## src/sv/sph_kda_pkg.sv

```systemverilog
// Shared types, widths and kernel constants for the SPH kernel density accumulator.
// No dependencies; every other file in the project refers to this package.
package sph_kda_pkg;

	localparam int COORD_FRAC_BITS_DEF = 16;
	localparam int QUEUE_DEPTH_DEF = 2;

	localparam int COORD_W = 32;
	localparam int DELTA_W = 28;
	localparam int SUM_W = 40;
	localparam int DENS_W = 64;
	localparam int CFG_IDX_W = 4;
	localparam int CFG_DATA_W = 40;

	localparam int MUL_A_W = 40;
	localparam int MUL_B_W = 28;
	localparam int PROD_W = MUL_A_W + MUL_B_W;

	localparam logic [16:0] U_ONE = 17'd65536;
	localparam logic [16:0] U_HALF = 17'd32768;
	// cubic spline coefficients, Q.32
	localparam logic [33:0] K1 = 34'd10937044409;
	localparam logic [35:0] K2 = 36'd65622266455;
	localparam logic [34:0] K5 = 35'd21874088818;
	// 4/3 pi split into a 19-bit upper part and a 16-bit lower part
	localparam logic [18:0] KN_HI = 19'd274516;
	localparam logic [15:0] KN_LO = 16'd36363;
	localparam logic [SUM_W-1:0] SUM_MAX = '1;

	localparam logic [31:0] BOX_LENGTH_RST = 32'hFFFF_FFFF;
	localparam logic [31:0] SMOOTH_LEN_SQ_RST = 32'd65536;
	localparam logic [31:0] INV_SMOOTH_RST = 32'd65536;
	localparam logic [39:0] INV_SMOOTH_CUBED_RST = 40'd65536;

	typedef enum logic [CFG_IDX_W-1:0] {
		REG_BOX_LENGTH       = 4'd0,
		REG_SMOOTH_LEN_SQ    = 4'd1,
		REG_INV_SMOOTH       = 4'd2,
		REG_INV_SMOOTH_CUBED = 4'd3
	} cfg_reg_t;

	typedef struct packed {
		logic [31:0] box_length;
		logic [31:0] smooth_len_sq;
		logic [31:0] inv_smooth;
		logic [39:0] inv_smooth_cubed;
	} cfg_t;

	// one classified neighbour: minimum-image magnitudes per axis
	typedef struct packed {
		logic [DELTA_W-1:0] ax;
		logic [DELTA_W-1:0] ay;
		logic [DELTA_W-1:0] az;
		logic               far;
		logic               first;
		logic               last;
	} item_t;

	typedef struct packed {
		logic room;
		logic avail;
	} q_status_t;

endpackage

```

## src/sv/sph_kda_fifo.sv

```systemverilog
// Short queue of classified neighbours between the front and back ends.
// Depends on sph_kda_pkg for the item type.
module sph_kda_fifo #(
	parameter int DEPTH = sph_kda_pkg::QUEUE_DEPTH_DEF
) (
	input  logic                   clk,
	input  logic                   arst_n,
	input  logic                   push,
	input  sph_kda_pkg::item_t     push_item,
	input  logic                   pop,
	output sph_kda_pkg::item_t     head,
	output sph_kda_pkg::q_status_t q_st
);

	localparam int PW = (DEPTH > 1) ? $clog2(DEPTH) : 1;
	localparam int CW = $clog2(DEPTH + 1);

	sph_kda_pkg::item_t mem_q [DEPTH];
	logic [PW-1:0]      wr_q, rd_q;
	logic [CW-1:0]      cnt_q;

	assign q_st.room = cnt_q != CW'(DEPTH);
	assign q_st.avail = cnt_q != '0;
	assign head = mem_q[rd_q];

	always_ff @(posedge clk) begin
		if (push) begin
			mem_q[wr_q] <= push_item;
		end
	end

	always_ff @(posedge clk or negedge arst_n) begin
		if (!arst_n) begin
			wr_q <= '0;
			rd_q <= '0;
			cnt_q <= '0;
		end else begin
			if (push) begin
				wr_q <= (wr_q == PW'(DEPTH - 1)) ? '0 : wr_q + 1'b1;
			end
			if (pop) begin
				rd_q <= (rd_q == PW'(DEPTH - 1)) ? '0 : rd_q + 1'b1;
			end
			case ({push, pop})
				2'b10: cnt_q <= cnt_q + 1'b1;
				2'b01: cnt_q <= cnt_q - 1'b1;
				default: ;
			endcase
		end
	end

endmodule

```

## config.mk

```make
export PLATFORM = sky130hd
export DESIGN_NAME = sph_kda_fifo
export DESIGN_NICKNAME = d
export VERILOG_FILES = /design/src/sv/sph_kda_pkg.sv /design/src/sv/sph_kda_fifo.sv
export SDC_FILE = /design/constraint.sdc
export NUM_CORES = 1
export LEC_CHECK = 0
export BUFFER_PORTS_ARGS = -buffer_cell sky130_fd_sc_hd__buf_2
export CORE_MARGIN = 1.5
export CORE_UTILIZATION = 48
export DETAILED_ROUTE_END_ITERATION = 8
export GPL_TIMING_DRIVEN = 0
export PLACE_DENSITY = 0.71
export SYNTH_ARGS = -nofsm -noshare
export SYNTH_HDL_FRONTEND = slang
export SYNTH_SLANG_ARGS = --single-unit
```

## constraint.sdc

```tcl
create_clock -name clk -period 7.85 [get_ports clk]
set_input_delay 0.3925 -clock clk [delete_from_list [all_inputs] [get_ports clk]]
set_output_delay 0.3925 -clock clk [all_outputs]
set_load 0.03 [all_outputs]
```

; ---- After elaboration in Yosys (flattened, before gate mapping)
; Memory sizes are Yosys's and may differ from the RTL's.
; Index checks and enable logic that the tools add are counted.
; W data, S select, Z words.
[op_classes]
n_addsub = 4
eq_ne = 3
n_mux = 5
n_reduce_logical = 2
[ops]
columns = cell, n
row1 = $mux W1, 4
row2 = $pmux W2 S2, 1
row3 = $reduce_bool A2 Y1, 2
row4 = $add A1 B1 Y1 const B, 2
row5 = $add A2 B1 Y2 const B, 1
row6 = $eq A2 B1 Y1 const B, 1
row7 = $eq A2 B2 Y1 const B, 1
row8 = $ne A2 B2 Y1 const B, 1
row9 = $sub A2 B1 Y2 const B, 1
[word_totals]
reg_bits = 4
ram_bits = 174
input_bits = 91
output_inout_bits = 89
elab_cells = 18
memories = 1
[mem_list]
columns = name, depth, word_bits, read_ports, rd_clocked_by_memory_dff, wr, line
row1 = mem_q, 2, 87, 1, 0, 1, sph_kda_fifo.sv:18  ; sph_kda_pkg::item_t mem_q [DEPTH];

; ---- Longest topological paths before layout
[depth]
word_depth = 2
depth_mapped = 5
ltp_nobuf = 5

; ---- Least setup slack after synthesis
; No wires, ideal clock.
[synth_timing]
path_type = in2reg
startpoint = input port push
endpoint = memory mem_q[0][0] in the netlist's numbering (enable)
setup_ps = 535
arrival_time_ps = 4097
setup_slack_ps = 3217
cell_stages = 2
cell_sequence = inv_1 > nor2_1
[synth_via]
elab_chain_len = 2
[synth_rtl]
columns = item, line
row1 = from (decl), sph_kda_fifo.sv:8  ; input logic push,
row2 = $mux W1, sph_kda_fifo.sv:27  ; if (push) begin
row3 = $mux W1 (implied by the code), sph_kda_fifo.sv:28  ; mem_q[wr_q] <= push_item;
row4 = to (decl), sph_kda_fifo.sv:18
; Every way passes these cells.

==> results.sh <==
export IMPL_start_kind="register"
export IMPL_start_util_pct=49.20
export IMPL_synth_top_area_share_pct=79.88
export IMPL_grt_pass1_wl_mm=17.13
export IMPL_core_area_sq_mm=0.01330
export IMPL_synthArstFlopShare_pct=2.247
export IMPL_antenna_found_initial=2
export IMPL_cp_max_fo=10
export IMPL_wl_mm=10.96
export IMPL_worstSkewPairLatency_ps=420
export IMPL_synth_nets=379
export IMPL_via_count=3251
export IMPL_place_area_sq_mm=0.007762
export IMPL_first_pass_iters=4
export IMPL_worstReg2RegStart="wr_q$_DFFE_PN0P_"
export IMPL_slew_violations=0
export IMPL_r2r_end="mem_q[0][51]$_DFFE_PP_"
export IMPL_cts_buffers=17
export IMPL_postLayoutCellArea_sq_mm=0.008381
export IMPL_cts_tree="done"
export IMPL_grtUsageTotal_pct=15.98
export IMPL_finalCritPeriodShare_pct=27.13
export IMPL_drc_errors=0
export IMPL_clockBufferDepth=2
export IMPL_gp_congestion=0.6586
export IMPL_die_w_microns=119.7
export IMPL_rsz0062_at_grt="no"
export IMPL_hp_class="in2reg"
export IMPL_min_path_cells=1
export IMPL_syn_area_sq_mm=0.006541
export IMPL_min_period_ps=2130
export IMPL_reg2reg_depth=3
export IMPL_arrival_ps=1740
export IMPL_drtAntennaViolNets=0
export IMPL_tns_ps=0
export IMPL_overflow=0
export IMPL_synthCells=287
export IMPL_cp_common_cell="buf_6"
export IMPL_die_area_sq_mm=0.01434
export IMPL_worst_pin_slew_ps=568.4
export IMPL_hold_violations=0
export IMPL_grt_pass1_vias=3507
export IMPL_yosys_area_top_type="edfxtp_1"
export IMPL_cts_max_level=4
export IMPL_syn_to_final_growth_pct=28.12
export IMPL_crit_required_ps=7460
export IMPL_end_kind="output port"
export IMPL_slowest_stage="dfrtp_1"
export IMPL_worst_hold_startpoint="push_item[18]"
export IMPL_instances_no_fill=679
export IMPL_outcome="finished, final reports clean"
export IMPL_die_h_microns=119.7
export IMPL_worst_path_largest_cell_delay_ps=340
export IMPL_slew_headroom_pct=62.02
export IMPL_dr_wl_met3_mm=1.003
export IMPL_cp_cell_sequence="buf_6 > buf_6 > buf_6 > mux2_4 > buf_2"
export IMPL_ys_seq_area_share_pct=81.41
export IMPL_timing_fmax_mhz=469.6
export IMPL_top_layer="met5"
export IMPL_post_synth_top_count_cell="edfxtp_1"
export IMPL_synth_area_per_cell_sq_um=22.79
export IMPL_rows=42
export IMPL_viasPerCell=4.788
export IMPL_power_leakage_uw=0.003232
export IMPL_setup_viol=0
export IMPL_grt_max_degree=53
export IMPL_clkSlewWorstSetupHoldPaths_ps=70
export IMPL_layout_nets=582
export IMPL_synth_ff_type="edfxtp_1"
export IMPL_synth_seq_cells=178
export IMPL_clkSinkCount=178
export IMPL_rrSetupSlack_ps=6120
export IMPL_synth_edff_count=174
export IMPL_ioPinCount=180
export IMPL_io_buffers=179
export IMPL_holdPathEnd="mem_q[1][18]$_DFFE_PP_"
export IMPL_place_hpwl_mm=7.503
export IMPL_wl_met2_mm=5.387
export IMPL_insertedDiodeCount=0
export IMPL_wl_met1_mm=4.336
export IMPL_dpl_cell_count=646
export IMPL_drt_iter0_drc=129
export IMPL_synth_cell_type_count=14
export IMPL_p_per_area_mw_per_mm2=398.2
export IMPL_drive_gt1_share_pct=62.03
export IMPL_critPathKind="reg2out"
export IMPL_drv_cap=0
export IMPL_synthTopCellsByCount="edfxtp_1, mux2_2, mux2_4"
export IMPL_ys_top_cells_by_area="edfxtp_1, mux2_2, mux2_4"
export IMPL_cts_root_buf="clkbuf_16"
export IMPL_post_cts_buffers=0
export IMPL_clock_skew_ps=6.661
export IMPL_fill_cells=981
export IMPL_max_vdd_ir_drop_v=0.0002397
export IMPL_yosys_warnings=0
export IMPL_wl_per_cell_microns=16.15
## per-layer routing
metal  global-route usage, %  vias up
met5                       0        -
met3                   6.369       21
met1                   17.90     1553
met2                   26.83      135
li1                        -     1540
met4                   7.440        2
## state kept, by name (all words and copies together), names as in the netlist
signal  cells
cnt_q       2
mem_q     174
rd_q        1
wr_q        1
## report_power, final
| group | leakage [uW] | total [uW] | internal, uW | switching [uW] |
|---|---|---|---|---|
| registers | 0.00168 | 1300 | 1260 | 44.2 |
| clock network | 0.000285 | 847 | 525 | 323 |
| logic | 0.00127 | 1190 | 442 | 743 |
| total | 0.00323 | 3340 | 2230 | 1110 |
## final cells by class
cell class / instances / area [sq um] / share of cell area (%)
tap: 176 / 220.2 / 2.628
timing repair buffer: 184 / 1001 / 11.94
multi-input combinational: 98 / 1147 / 13.69
sequential: 178 / 5325 / 63.54
buffer: 10 / 75.07 / 0.8958
clock buffer: 23 / 478.0 / 5.703
clock inverter: 9 / 130.1 / 1.553
inverter: 1 / 3.754 / 0.04479
## layout by cell type (no fill, tap or decap), drive strengths merged
cell type and n:
xnor2 2, nor2 2, bufinv 3, dlygate4sd3 1, edfxtp 174, clkinv 2, buf 193, inv 1
clkbuf 23, dfrtp 4, mux2 87, xor2 3, or2 1, and2 1, ha 1, nand2b 1
clkinvlp 4
## how the worst max path moves through the flow
stage / start / end / slack [ps] / depth (start not counted)
after floorplan: push / mem_q[0][0]$_DFFE_PP_ / 3220 / 2
after global placement: push / mem_q[0][52]$_DFFE_PP_ / 1110 / 3
after detailed placement: push / mem_q[0][54]$_DFFE_PP_ / 5970 / 5
after CTS: rd_q$_DFFE_PN0P_ / head[69] / 5670 / 4
after global routing: rd_q$_DFFE_PN0P_ / head[69] / 5630 / 4
final: rd_q$_DFFE_PN0P_ / head[47] / 5720 / 5
## worst max-delay path, delay by kind of cell (launching register included)
kind	cells	cell delay (ps)
flops	1	340
buf+inv	4	670
mux	1	320
## cells by family (layout without fill, tap and decap cells)
| kind of cell | count (synthesis) | after routing | synth area share (%) |
|---|---|---|---|
| AND/OR/NAND/NOR | 5 | 5 | 0.4019 |
| multiplexers | 87 | 87 | 16.12 |
| flip-flops | 178 | 178 | 81.41 |
| adder cells (fa/ha/maj) | 1 | 1 | 0.1912 |
| XOR/XNOR | 5 | 5 | 0.6696 |
| buffers and inverters | 11 | 227 | 1.205 |
## repair_timing
item / CTS / global route
resized for setup: 0 / 0
endpoints found under the hold margin: 4 / 0
hold buffers: 1 / 0
## through the flow
stage	utilization (%)	power (uW)	setup WS, ps	hold slack (ps)
floorplan	-	2207	3217	96.91
global placement	57.59	2511	1112	199.2
detailed placement	58.39	2527	5969	204.2
CTS	63.03	3376	5674	137.2
global route	63.03	3481	5629	141.4
finish	63.03	3337	5720	158.1
(Power assumes the default switching activity.)
