--- src/sv/sph_kda_pkg.sv ---
// Shared types, widths and kernel constants for the SPH kernel density accumulator.
// No dependencies; every other file in the project refers to this package.
package sph_kda_pkg;

	localparam int COORD_FRAC_BITS_DEF = 16;
	localparam int QUEUE_DEPTH_DEF = 2;

	localparam int COORD_W = 32;
	localparam int DELTA_W = 28;
	localparam int SUM_W = 40;
	localparam int DENS_W = 64;
	localparam int CFG_IDX_W = 4;
	localparam int CFG_DATA_W = 40;

	localparam int MUL_A_W = 40;
	localparam int MUL_B_W = 28;
	localparam int PROD_W = MUL_A_W + MUL_B_W;

	localparam logic [16:0] U_ONE = 17'd65536;
	localparam logic [16:0] U_HALF = 17'd32768;
	// cubic spline coefficients, Q.32
	localparam logic [33:0] K1 = 34'd10937044409;
	localparam logic [35:0] K2 = 36'd65622266455;
	localparam logic [34:0] K5 = 35'd21874088818;
	// 4/3 pi split into a 19-bit upper part and a 16-bit lower part
	localparam logic [18:0] KN_HI = 19'd274516;
	localparam logic [15:0] KN_LO = 16'd36363;
	localparam logic [SUM_W-1:0] SUM_MAX = '1;

	localparam logic [31:0] BOX_LENGTH_RST = 32'hFFFF_FFFF;
	localparam logic [31:0] SMOOTH_LEN_SQ_RST = 32'd65536;
	localparam logic [31:0] INV_SMOOTH_RST = 32'd65536;
	localparam logic [39:0] INV_SMOOTH_CUBED_RST = 40'd65536;

	typedef enum logic [CFG_IDX_W-1:0] {
		REG_BOX_LENGTH       = 4'd0,
		REG_SMOOTH_LEN_SQ    = 4'd1,
		REG_INV_SMOOTH       = 4'd2,
		REG_INV_SMOOTH_CUBED = 4'd3
	} cfg_reg_t;

	typedef struct packed {
		logic [31:0] box_length;
		logic [31:0] smooth_len_sq;
		logic [31:0] inv_smooth;
		logic [39:0] inv_smooth_cubed;
	} cfg_t;

	// one classified neighbour: minimum-image magnitudes per axis
	typedef struct packed {
		logic [DELTA_W-1:0] ax;
		logic [DELTA_W-1:0] ay;
		logic [DELTA_W-1:0] az;
		logic               far;
		logic               first;
		logic               last;
	} item_t;

	typedef struct packed {
		logic room;
		logic avail;
	} q_status_t;

endpackage

--- src/sv/sph_kda_if.sv ---


interface sph_kda_out_if;
	logic                                valid;
	logic                                ready;
	logic [sph_kda_pkg::DENS_W-1:0]      density;
	logic [sph_kda_pkg::SUM_W-1:0]       norm_volume;

	modport source (output valid, density, norm_volume, input ready);
	modport sink (input valid, density, norm_volume, output ready);
endinterface


--- src/sv/sph_kda_back.sv ---
// Back end: sequencer over one shared 40x28 multiplier. Squared distance,
// bit-pair square root, kernel polynomial, saturating sum, and the output scaling.
// Depends on sph_kda_pkg and sph_kda_if.
module sph_kda_back #(
	parameter int COORD_FRAC_BITS = sph_kda_pkg::COORD_FRAC_BITS_DEF
) (
	input  logic                   clk,
	input  logic                   arst_n,
	input  sph_kda_pkg::cfg_t      cfg,
	input  sph_kda_pkg::q_status_t q_st,
	input  sph_kda_pkg::item_t     head,
	output logic                   pop,
	output logic                   emit,
	sph_kda_out_if.source          out_ch
);

	localparam int AW = sph_kda_pkg::MUL_A_W;
	localparam int BW = sph_kda_pkg::MUL_B_W;
	localparam int PW = sph_kda_pkg::PROD_W;
	localparam int DW = sph_kda_pkg::DELTA_W;
	localparam int SW = sph_kda_pkg::SUM_W;
	localparam int R2W = 2 * DW + 2;
	localparam int SQ_STEPS = (32 + COORD_FRAC_BITS + 1) / 2;
	localparam int SQW = 2 * SQ_STEPS;
	localparam int CNTW = $clog2(SQ_STEPS);
	localparam int USH = 2 * COORD_FRAC_BITS - 16;

	typedef enum logic [4:0] {
		S_IDLE, S_SQ0, S_SQ1, S_SQ2, S_SQ3, S_SQRT, S_USC, S_UCL, S_K0,
		S_KA1, S_KA2, S_KA3, S_KB1, S_KB2, S_KB3, S_FIN,
		S_O0, S_O1, S_O2, S_O3, S_O4, S_EMIT
	} state_t;

	state_t            state_q;
	logic [SW-1:0]     sum_q;
	logic              out_valid_q;
	logic [63:0]       density_q;
	logic [SW-1:0]     norm_q;

	logic [DW-1:0]     ax_q, ay_q, az_q;
	logic              last_q;
	logic [AW-1:0]     mul_a;
	logic [BW-1:0]     mul_b;
	logic [PW-1:0]     prod_q;
	logic [R2W-1:0]    r2_q, r2_tot;
	logic              in_range;
	logic [SQW-1:0]    sq_n_q, sq_res_q, sq_bit_q, sq_try;
	logic [CNTW-1:0]   sq_cnt_q;
	logic [PW-1:0]     u_full;
	logic [16:0]       u_clamped, u_q, v_q;
	logic [33:0]       w_term, w;
	logic [SW:0]       sum_add;
	logic [SW-1:0]     sum_next;
	logic [63:0]       hi_q, dens_q, dens_sat;
	logic [64:0]       dens_sum;
	logic [58:0]       vh_q;
	logic [59:0]       vol_sum;
	logic [43:0]       vol_shift;
	logic [SW-1:0]     vol_q, vol_sat;

	assign pop = (state_q == S_IDLE) && q_st.avail;
	assign emit = (state_q == S_EMIT) && (!out_valid_q || out_ch.ready);
	assign out_ch.valid = out_valid_q;
	assign out_ch.density = density_q;
	assign out_ch.norm_volume = norm_q;

	// shared multiplier operand select
	always_comb begin
		mul_a = '0;
		mul_b = '0;
		unique case (state_q)
			S_SQ0: begin mul_a = AW'(ax_q); mul_b = BW'(ax_q); end
			S_SQ1: begin mul_a = AW'(ay_q); mul_b = BW'(ay_q); end
			S_SQ2: begin mul_a = AW'(az_q); mul_b = BW'(az_q); end
			S_USC: begin
				mul_a = AW'(cfg.inv_smooth);
				mul_b = BW'(sq_res_q[SQ_STEPS-1:0]);
			end
			S_K0: begin
				if (u_q < sph_kda_pkg::U_HALF) begin
					mul_a = AW'(u_q);
					mul_b = BW'(u_q);
				end else begin
					mul_a = AW'(v_q);
					mul_b = BW'(v_q);
				end
			end
			S_KA1, S_KB1: begin mul_a = AW'(prod_q[33:0]); mul_b = BW'(v_q); end
			S_KA2: begin mul_a = AW'(sph_kda_pkg::K2); mul_b = BW'(prod_q[45:24]); end
			S_KB2: begin mul_a = AW'(sph_kda_pkg::K5); mul_b = BW'(prod_q[45:24]); end
			S_O0: begin mul_a = cfg.inv_smooth_cubed; mul_b = BW'(sum_q[39:16]); end
			S_O1: begin mul_a = cfg.inv_smooth_cubed; mul_b = BW'(sum_q[15:0]); end
			S_O2: begin mul_a = sum_q; mul_b = BW'(sph_kda_pkg::KN_HI); end
			S_O3: begin mul_a = sum_q; mul_b = BW'(sph_kda_pkg::KN_LO); end
			default: ;
		endcase
	end

	always_comb begin
		r2_tot = r2_q + R2W'(prod_q);
		in_range = r2_tot < (R2W'(cfg.smooth_len_sq) << COORD_FRAC_BITS);
		sq_try = sq_res_q + sq_bit_q;
		u_full = prod_q >> USH;
		u_clamped = (u_full > PW'(sph_kda_pkg::U_ONE)) ? sph_kda_pkg::U_ONE : u_full[16:0];
		w_term = prod_q[57:24];
		w = (state_q == S_KA3) ? sph_kda_pkg::K1 - w_term : w_term;
		sum_add = {1'b0, sum_q} + (SW + 1)'(w);
		sum_next = sum_add[SW] ? sph_kda_pkg::SUM_MAX : sum_add[SW-1:0];
		dens_sum = {1'b0, hi_q} + 65'(prod_q[55:16]);
		dens_sat = dens_sum[64] ? '1 : dens_sum[63:0];
		vol_sum = {1'b0, vh_q} + 60'(prod_q[55:16]);
		vol_shift = vol_sum[59:16];
		vol_sat = (|vol_shift[43:40]) ? sph_kda_pkg::SUM_MAX : vol_shift[39:0];
	end

	always_ff @(posedge clk or negedge arst_n) begin
		if (!arst_n) begin
			state_q <= S_IDLE;
			sum_q <= '0;
			out_valid_q <= 1'b0;
			density_q <= '0;
			norm_q <= '0;
		end else begin
			if (out_ch.ready && !emit) begin
				out_valid_q <= 1'b0;
			end
			unique case (state_q)
				S_IDLE: begin
					if (q_st.avail) begin
						if (head.first) begin
							sum_q <= '0;
						end
						state_q <= head.far ? S_FIN : S_SQ0;
					end
				end
				S_SQ0: state_q <= S_SQ1;
				S_SQ1: state_q <= S_SQ2;
				S_SQ2: state_q <= S_SQ3;
				S_SQ3: state_q <= in_range ? S_SQRT : S_FIN;
				S_SQRT: begin
					if (sq_cnt_q == CNTW'(SQ_STEPS - 1)) begin
						state_q <= S_USC;
					end
				end
				S_USC: state_q <= S_UCL;
				S_UCL: state_q <= S_K0;
				S_K0: state_q <= (u_q < sph_kda_pkg::U_HALF) ? S_KA1 : S_KB1;
				S_KA1: state_q <= S_KA2;
				S_KA2: state_q <= S_KA3;
				S_KB1: state_q <= S_KB2;
				S_KB2: state_q <= S_KB3;
				S_KA3, S_KB3: begin
					sum_q <= sum_next;
					state_q <= S_FIN;
				end
				S_FIN: state_q <= last_q ? S_O0 : S_IDLE;
				S_O0: state_q <= S_O1;
				S_O1: state_q <= S_O2;
				S_O2: state_q <= S_O3;
				S_O3: state_q <= S_O4;
				S_O4: state_q <= S_EMIT;
				S_EMIT: begin
					// hold until the output register is free
					if (emit) begin
						out_valid_q <= 1'b1;
						density_q <= dens_q;
						norm_q <= vol_q;
						state_q <= S_IDLE;
					end
				end
				default: state_q <= S_IDLE;
			endcase
		end
	end

	always_ff @(posedge clk) begin
		prod_q <= mul_a * mul_b;
		if (pop) begin
			ax_q <= head.ax;
			ay_q <= head.ay;
			az_q <= head.az;
			last_q <= head.last;
		end
		case (state_q)
			S_SQ1: r2_q <= R2W'(prod_q);
			S_SQ2: r2_q <= r2_tot;
			S_SQ3: begin
				sq_n_q <= r2_tot[SQW-1:0];
				sq_res_q <= '0;
				sq_bit_q <= SQW'(1) << (SQW - 2);
				sq_cnt_q <= '0;
			end
			S_SQRT: begin
				if (sq_n_q >= sq_try) begin
					sq_n_q <= sq_n_q - sq_try;
					sq_res_q <= (sq_res_q >> 1) + sq_bit_q;
				end else begin
					sq_res_q <= sq_res_q >> 1;
				end
				sq_bit_q <= sq_bit_q >> 2;
				sq_cnt_q <= sq_cnt_q + 1'b1;
			end
			S_UCL: begin
				u_q <= u_clamped;
				v_q <= sph_kda_pkg::U_ONE - u_clamped;
			end
			S_O1: hi_q <= prod_q[63:0];
			S_O2: dens_q <= dens_sat;
			S_O3: vh_q <= prod_q[58:0];
			S_O4: vol_q <= vol_sat;
			default: ;
		endcase
	end

endmodule

--- src/flat_wrapper.sv ---
// flat-port wrapper written by rule: the top's interface ports become plain ports
module sph_kda_back_flat 
#(
	parameter int COORD_FRAC_BITS = sph_kda_pkg::COORD_FRAC_BITS_DEF
)
  (clk, arst_n, cfg, q_st, head, pop, emit, out_ch_valid, out_ch_density, out_ch_norm_volume, out_ch_ready);
  sph_kda_out_if out_ch_i ();
  input  logic clk;
  input  logic arst_n;
  input  sph_kda_pkg::cfg_t cfg;
  input  sph_kda_pkg::q_status_t q_st;
  input  sph_kda_pkg::item_t head;
  output logic pop;
  output logic emit;
  output wire logic [$bits(out_ch_i.valid)-1:0] out_ch_valid;
  output wire logic [$bits(out_ch_i.density)-1:0] out_ch_density;
  output wire logic [$bits(out_ch_i.norm_volume)-1:0] out_ch_norm_volume;
  input wire logic [$bits(out_ch_i.ready)-1:0] out_ch_ready;
  assign out_ch_valid = out_ch_i.valid;
  assign out_ch_density = out_ch_i.density;
  assign out_ch_norm_volume = out_ch_i.norm_volume;
  assign out_ch_i.ready = out_ch_ready;
  sph_kda_back #(.COORD_FRAC_BITS(COORD_FRAC_BITS)) u_core (.clk(clk), .arst_n(arst_n), .cfg(cfg), .q_st(q_st), .head(head), .pop(pop), .emit(emit), .out_ch(out_ch_i));
endmodule
--- config.mk ---
export PLATFORM = sky130hd
export DESIGN_NAME = sph_kda_back_flat
export DESIGN_NICKNAME = d
export VERILOG_FILES = /design/src/sv/sph_kda_pkg.sv /design/src/sv/sph_kda_if.sv /design/src/sv/sph_kda_back.sv /design/src/flat_wrapper.sv
export SDC_FILE = /design/constraint.sdc
export NUM_CORES = 2
export LEC_CHECK = 0
export BUFFER_PORTS_ARGS = -buffer_cell sky130_fd_sc_hd__buf_2
export CORE_MARGIN = 5
export CORE_UTILIZATION = 35
export CTS_CLUSTER_DIAMETER = 30
export DETAILED_ROUTE_END_ITERATION = 7
export HOLD_SLACK_MARGIN = 0.06
export PLACE_DENSITY = 0.52
export SLEW_MARGIN = 20
export SYNTH_ARGS = -nofsm -noshare
export SYNTH_HDL_FRONTEND = slang
export SYNTH_SLANG_ARGS = --single-unit
--- constraint.sdc ---
create_clock -name clk -period 14.46 [get_ports clk]
set_clock_uncertainty 0.05 [all_clocks]
set_input_delay 0 -clock clk [delete_from_list [all_inputs] [get_ports clk]]
set_output_delay 0 -clock clk [all_outputs]
set_load 0.1 [all_outputs]
After elaboration in Yosys (flattened, before gate mapping)
Cells that the tools add are included.
{"block": "op_classes", "n_addsub": 10, "n_eq_ne": 27, "n_reduce_logical": 20, "mux": 28, "multipliers": 1, "n_lt_le_gt_ge": 4}
{"operator": "40-bit one-hot mux with 10 select lines", "n": 1}
{"operator": "28-bit one-hot mux with 11 select lines", "n": 1}
{"operator": "48-bit one-hot mux with 2 select lines", "n": 3}
{"operator": "40-bit two-way mux", "n": 3}
{"operator": "58-bit one-hot mux with 2 select lines", "n": 1}
{"operator": "5-bit one-hot mux with 21 select lines", "n": 1}
{"operator": "48-bit two-way mux", "n": 2}
{"operator": "40-bit one-hot mux with 2 select lines", "n": 1}
{"operator": "40-bit by 28-bit multiplier with 68-bit output", "n": 1}
{"operator": "64-bit by 40-bit adder with 65-bit output", "n": 1}
{"operator": "59-bit by 40-bit adder with 60-bit output", "n": 1}
{"operator": "58-bit adder", "n": 1}
{"operator": "58-bit by 48-bit < comparator with 1-bit output", "n": 1}
{"operator": "52-bit by 17-bit > comparator with 1-bit output, second input constant", "n": 1}
{"operator": "17-bit two-way mux", "n": 3}
{"operator": "47-bit by 48-bit adder with 48-bit output", "n": 1}
{"operator": "48-bit adder", "n": 1}
{"operator": "48-bit >= comparator", "n": 1}
{"operator": "48-bit subtractor", "n": 1}
{"operator": "40-bit by 34-bit adder with 41-bit output", "n": 1}
{"operator": "5-bit by 4-bit equality test with 1-bit output, second input constant", "n": 8}
{"operator": "5-bit equality test, second input constant", "n": 7}
{"operator": "34-bit two-way mux", "n": 1}
{"operator": "34-bit subtractor, first input constant", "n": 1}
{"operator": "22 further kinds", "n": 46}
{"block": "totals", "out_inout_bits": 107, "word_cells": 111, "regBits": 771, "in_bits": 228}

Logic depth before layout (Yosys ltp)
{"block": "logic_depth", "ltp_word": 8, "ltp_mapped": 41, "ltp_nobuf": 34}

Worst setup path before layout
No wires, ideal clock.
{"block": "synth_timing", "path_kind": "reg2reg", "from": "register u_core.state_q[1]", "to": "register u_core.prod_q[64]", "t_required_ns": 14.338, "setup_time_ns": 0.072, "period_less_slack_ns": 13.007, "stages_incl_launch_ff": 31, "t_arrival_ns": 12.885, "n_path_buf": 3, "slack_ns": 1.453, "cell_sequence": "dfrtp_1 > clkbuf_1 > nand2b_1 > nor3_1 > nor4_2 > clkbuf_1 > nor2_1 > fa_1 > inv_1 > fa_1 > inv_1 > fa_1 > fa_1 > fa_1 > fa_1 > inv_1 > fa_1 > inv_1 > ha_1 > clkbuf_1 > a21o_1 > a21o_1 > a221oi_1 > inv_1 > a221oi_1 > a211oi_1 > o31ai_1 > o21ai_0 > a21o_1 > a221oi_1 > xnor2_1"}
{"block": "synth_between", "elab_chain_cells": 4, "elab_cells_between_ends": 20, "cone_classes": "mul (1); eq/ne (13); mux (2); reduce/logical (4)"}
{"element": "from (decl)", "line": "sph_kda_back.sv:34", "text": "state_t state_q;"}
{"element": "from (signal assigned)", "line": "sph_kda_back.sv:133", "text": "state_q <= head.far ? S_FIN : S_SQ0;"}
{"element": "from (signal assigned)", "line": "sph_kda_back.sv:139", "text": "S_SQ3: state_q <= in_range ? S_SQRT : S_FIN;"}
{"element": "from (signal assigned)", "line": "sph_kda_back.sv:147", "text": "S_K0: state_q <= (u_q < sph_kda_pkg::U_HALF) ? S_KA1 : S_KB1;"}
{"element": "5-bit by 4-bit equality test with 1-bit output or 5-bit equality test (tied branches)", "line": "sph_kda_back.sv:71", "text": "unique case (state_q)"}
{"element": "2-bit OR reduction (on tied branches)"}
{"element": "28-bit one-hot mux with 11 select lines or 40-bit one-hot mux with 10 select lines (tied branches)", "line": "sph_kda_back.sv:71"}
{"element": "40-bit by 28-bit multiplier with 68-bit output *", "line": "sph_kda_back.sv:177", "text": "prod_q <= mul_a * mul_b;"}
{"element": "to (signal assigned)", "line": "sph_kda_back.sv:177"}
{"element": "to (decl)", "line": "sph_kda_back.sv:44", "text": "logic [PW-1:0] prod_q;"}
Mark *: on every way between the ends. The rest lies on a longest branch, timed or not.
A chain may end at the register's enable or synchronous reset.

Final worst setup path
{"block": "layout_timing", "from": "register u_core.state_q[2]", "to": "register u_core.prod_q[66]"}
Same word-level chain as after synthesis.

==> results <==
- The flow ran to the end, and the final reports show no timing, DRC or antenna violations.
- The primary flip-flop cell chosen by synthesis mapping is sky130_fd_sc_hd__edfxtp_1.
- After detailed placement, the total cell area comes to 0.0855 mm2.
- Summing over every cut layer, the via total after detailed routing is 64,700.
- The number of cells on the worst reg-to-reg path is 32.
- The maximum number of buffers from clock root to sink is 3.
- The count of final hold-check violations is 0.
- The tightest min-delay check is of the input port to flop type.
- The number of slew-limit violations in the final report came to 0.
- During I/O placement, the number of pins put on the boundary was 335.
- The max-capacitance violation count is 0.
- For hold timing, the worst endpoint is u_core.out_ch.valid$_DFF_PN0_.
- The fmax is 78.8 MHz.
- The worst register-to-register path begins at u_core.state_q[2]$_DFFE_PN0P_.
- The floorplan has 175 rows.
- The number of flops mapped to enable cells by yosys is 528.
- The number of antenna violations at the first check in global routing came to 18.
- The type of origin of the critical path is a flop.
- Counting every sink on the clock net gives 746.
- For this design, the slowest cell found on the critical path is sky130_fd_sc_hd__dfrtp_1.
- The final hold slack is 84.9 ps.
- The number of global-route vias before repair is 66,100.
- Setup total negative slack on the finished layout was measured at 0 ps.
- The initial utilization of the core area, before any placement, comes to 0.351.
- The post-synthesis sequential element count is 746.
- The distinct cell type count of the synthesized netlist is 91.
- The HPWL after detailed placement is 227 mm.
- The largest single stage delay on the critical path is 900 ps.
- The later-pin clock latency in the skew report is 810 ps.
- The leading area contributor after synthesis is sky130_fd_sc_hd__fa_1.
- Along the worst path, the maximum fanout reaches 28.
- By area the synthesized netlist is led by sky130_fd_sc_hd__fa_1 25%, sky130_fd_sc_hd__edfxtp_1 20%, sky130_fd_sc_hd__ha_1 8.2%, sky130_fd_sc_hd__inv_1 6.2%, sky130_fd_sc_hd__nand2_1 5.9%.
- The worst register-to-register path ends at u_core.prod_q[66]$_DFF_P_.
- The total setup violations reported at the end of the flow is 0.
- The most frequent cell on the critical path is sky130_fd_sc_hd__fa_1.
- The average footprint of a synthesized cell is 9.39 um2.
- Data arrives at the worst endpoint at 13,360 ps.
- The number of instances in the synthesized netlist is 8,480.
- The total area inside the core boundary comes to 0.227 mm2.
- The post-detailed-routing wire length is 290 mm.
- The worst setup path is captured at a flop.
- The aggregate global routing overflow is 0.
- The commonest cells after synthesis are 1,316 x sky130_fd_sc_hd__inv_1, 1,244 x sky130_fd_sc_hd__nand2_1, 990 x sky130_fd_sc_hd__fa_1.
- Counting flops with an async set or reset pin after synthesis yields a share of 0.201.
- The max-slew headroom at the worst pin is 0.136.
- The final period utilization is 0.878.
- The number of clock buffers inserted by TritonCTS is 174.
- The post-synthesis to final-layout area growth is 17.1%.
- The root buffer cell is sky130_fd_sc_hd__clkbuf_16.
- The H-tree was split into 4 levels.
- For this run, the share of the core covered by cells in the final layout is 0.411.
- The worst register-to-register path has a setup slack of 1770 ps.
- The number of setup buffers added after CTS is 0.
- The number of buffers added on ports is 301.
- The first global-routing pass estimated 429 mm of wire.
- The residual antenna-violating net count after detailed routing is 0.
- The ratio of routed vias to standard cells is 5.32.
- The global placement routability congestion is 0.958.
- The die height is 487 um.
- After clock tree synthesis, the clock-pin slew on the worst setup and hold paths is 50 ps.
- After synthesis the cells add up to 0.0797 mm2.
- Setup repair after global routing left no endpoint under its margin.
- The minimum clock period is 12,690 ps.
- For this run, design rule violations remaining after detail routing come to 0.
- The fraction of final layout cells sized beyond drive strength 1 is 0.117.
- Fill cells in the final layout number 22,400.
- The Yosys warning count is 0.
- Across every metal layer, demand over resource in global routing totals 0.242.
- The critical path in this run is classified as flop to flop.
- The horizontal extent of the die is 487 um.
- The transition time at the pin with the least slew margin is 1280 ps.
- The startpoint identified for the worst hold timing path is out_ch_ready.
- The pre-antenna-repair detailed-routing pass consisted of 8 iterations.
- Among all cell types in the netlist, the one instantiated most often is sky130_fd_sc_hd__inv_1.
- The required time reported for the critical path endpoint is 15,130 ps.
- The number of nets in the finished design is 10,700.
- The share of the synthesized area in the top cell type is 0.249.
- The DRC marker count from the first detailed-route iteration is 5,215.
- The proportion of synthesized chip area in sequential cells is 0.263.
- The maximum number of pins on one net before global-route repair is 82.
- TritonCTS built the clock tree.
- The count of cells along the worst hold path is 4.
- The finished cells cover 0.0933 mm2.
- After detailed routing, the average wire length per cell comes to 23.8 um.
- The die covers 0.237 mm2.
[state kept, by name (all words and copies together), names as in the netlist, 40 cells and up]
register	flops
u_core.dens_q	64
u_core.hi_q	64
u_core.out_ch.density	64
u_core.out_ch.norm_volume	40
u_core.prod_q	68
u_core.r2_q	58
u_core.sq_n_q	48
u_core.sq_res_q	48
u_core.sum_q	40
u_core.vh_q	59
u_core.vol_q	40
[layout make-up]
class,count,area (um2),area share
Antenna cell,6,15.0,0.000161
Multi-Input combinational cell,6064,52700,0.565
Clock inverter,104,1250,0.0134
Inverter,1316,4940,0.0530
Clock buffer,222,4720,0.0506
Sequential cell,746,21000,0.225
Timing Repair Buffer,695,4940,0.0530
Tap cell,3009,3760,0.0404
[worst max-delay path by stage]
stage	depth (start not counted)	slack, ps	end	start
finish	32	1770	u_core.prod_q[66]$_DFF_P_	u_core.state_q[2]$_DFFE_PN0P_
global route	32	1390	u_core.prod_q[66]$_DFF_P_	u_core.state_q[2]$_DFFE_PN0P_
CTS	32	2010	u_core.prod_q[66]$_DFF_P_	u_core.state_q[2]$_DFFE_PN0P_
detailed placement	32	2060	u_core.prod_q[66]$_DFF_P_	u_core.state_q[2]$_DFFE_PN0P_
global placement	33	2140	u_core.prod_q[64]$_DFF_P_	u_core.state_q[2]$_DFFE_PN0P_
floorplan	30	1450	u_core.prod_q[64]$_DFF_P_	u_core.state_q[1]$_DFFE_PN0P_
[worst max-delay path, delay by kind of cell (launching register included)]
family,cells,cell delay [ps]
AND/OR/NAND/NOR,9,3670
buffers and inverters,7,1200
XOR/XNOR,1,160
adder cells (fa/ha/maj),8,3890
flip-flops,1,900
AO/OA/AOI/OAI,7,2690
[through the flow]
stage / setup slack, ps / cells
3_3_place_gp: 2140 / 11600
3_5_place_dp: 2060 / 11700
5_1_grt: 1390 / 12200
2_1_floorplan: 1450 / 8526
6_report: 1770 / 12200
4_1_cts: 2010 / 12200
[routing by layer]
layer	share of wire	GRT usage
met1	0.42	0.322
met2	0.44	0.380
met3	0.077	0.0422
met4	0.061	0.123
met5	0.00011	0
[logic make-up after synthesis]
| kind of cell | Yosys count | synth area share |
|---|---|---|
| simple gates | 2464 | 0.135 |
| mux | 176 | 0.0244 |
| fa+ha+maj | 1514 | 0.331 |
| flops | 746 | 0.263 |
| buf+inv | 1716 | 0.0814 |
| other cells | 2 | 0.0000943 |
| xor+xnor | 375 | 0.0412 |
| compound gates | 1487 | 0.123 |
[layout by cell type, fill, tap and decap left out, types with 61 or more instances in the layout]
cell	count
sky130_fd_sc_hd__a21o_1	157
sky130_fd_sc_hd__a21oi_1	354
sky130_fd_sc_hd__a31oi_1	66
sky130_fd_sc_hd__and2_1	95
sky130_fd_sc_hd__and3_1	61
sky130_fd_sc_hd__buf_2	300
sky130_fd_sc_hd__buf_4	213
sky130_fd_sc_hd__clkbuf_16	178
sky130_fd_sc_hd__dfrtp_1	149
sky130_fd_sc_hd__dfxtp_1	68
sky130_fd_sc_hd__dlygate4sd3_1	179
sky130_fd_sc_hd__edfxtp_1	528
sky130_fd_sc_hd__fa_1	990
sky130_fd_sc_hd__ha_1	524
sky130_fd_sc_hd__inv_1	1314
sky130_fd_sc_hd__mux2_2	147
sky130_fd_sc_hd__nand2_1	1243
sky130_fd_sc_hd__nand3_1	91
sky130_fd_sc_hd__nand4_1	68
sky130_fd_sc_hd__nor2_1	589
sky130_fd_sc_hd__nor3_1	65
sky130_fd_sc_hd__o21ai_0	373
sky130_fd_sc_hd__xnor2_1	198
sky130_fd_sc_hd__xor2_1	177
[repair_timing]
action | 4_1_cts | 5_1_grt
resized for setup | 0 | 0
hold buffers | 180 | 0
hold endpoints to repair | 320 | 0
Power is not shown: default switching activity piles up to over one toggle a cycle in this logic, so the estimate is an artifact.
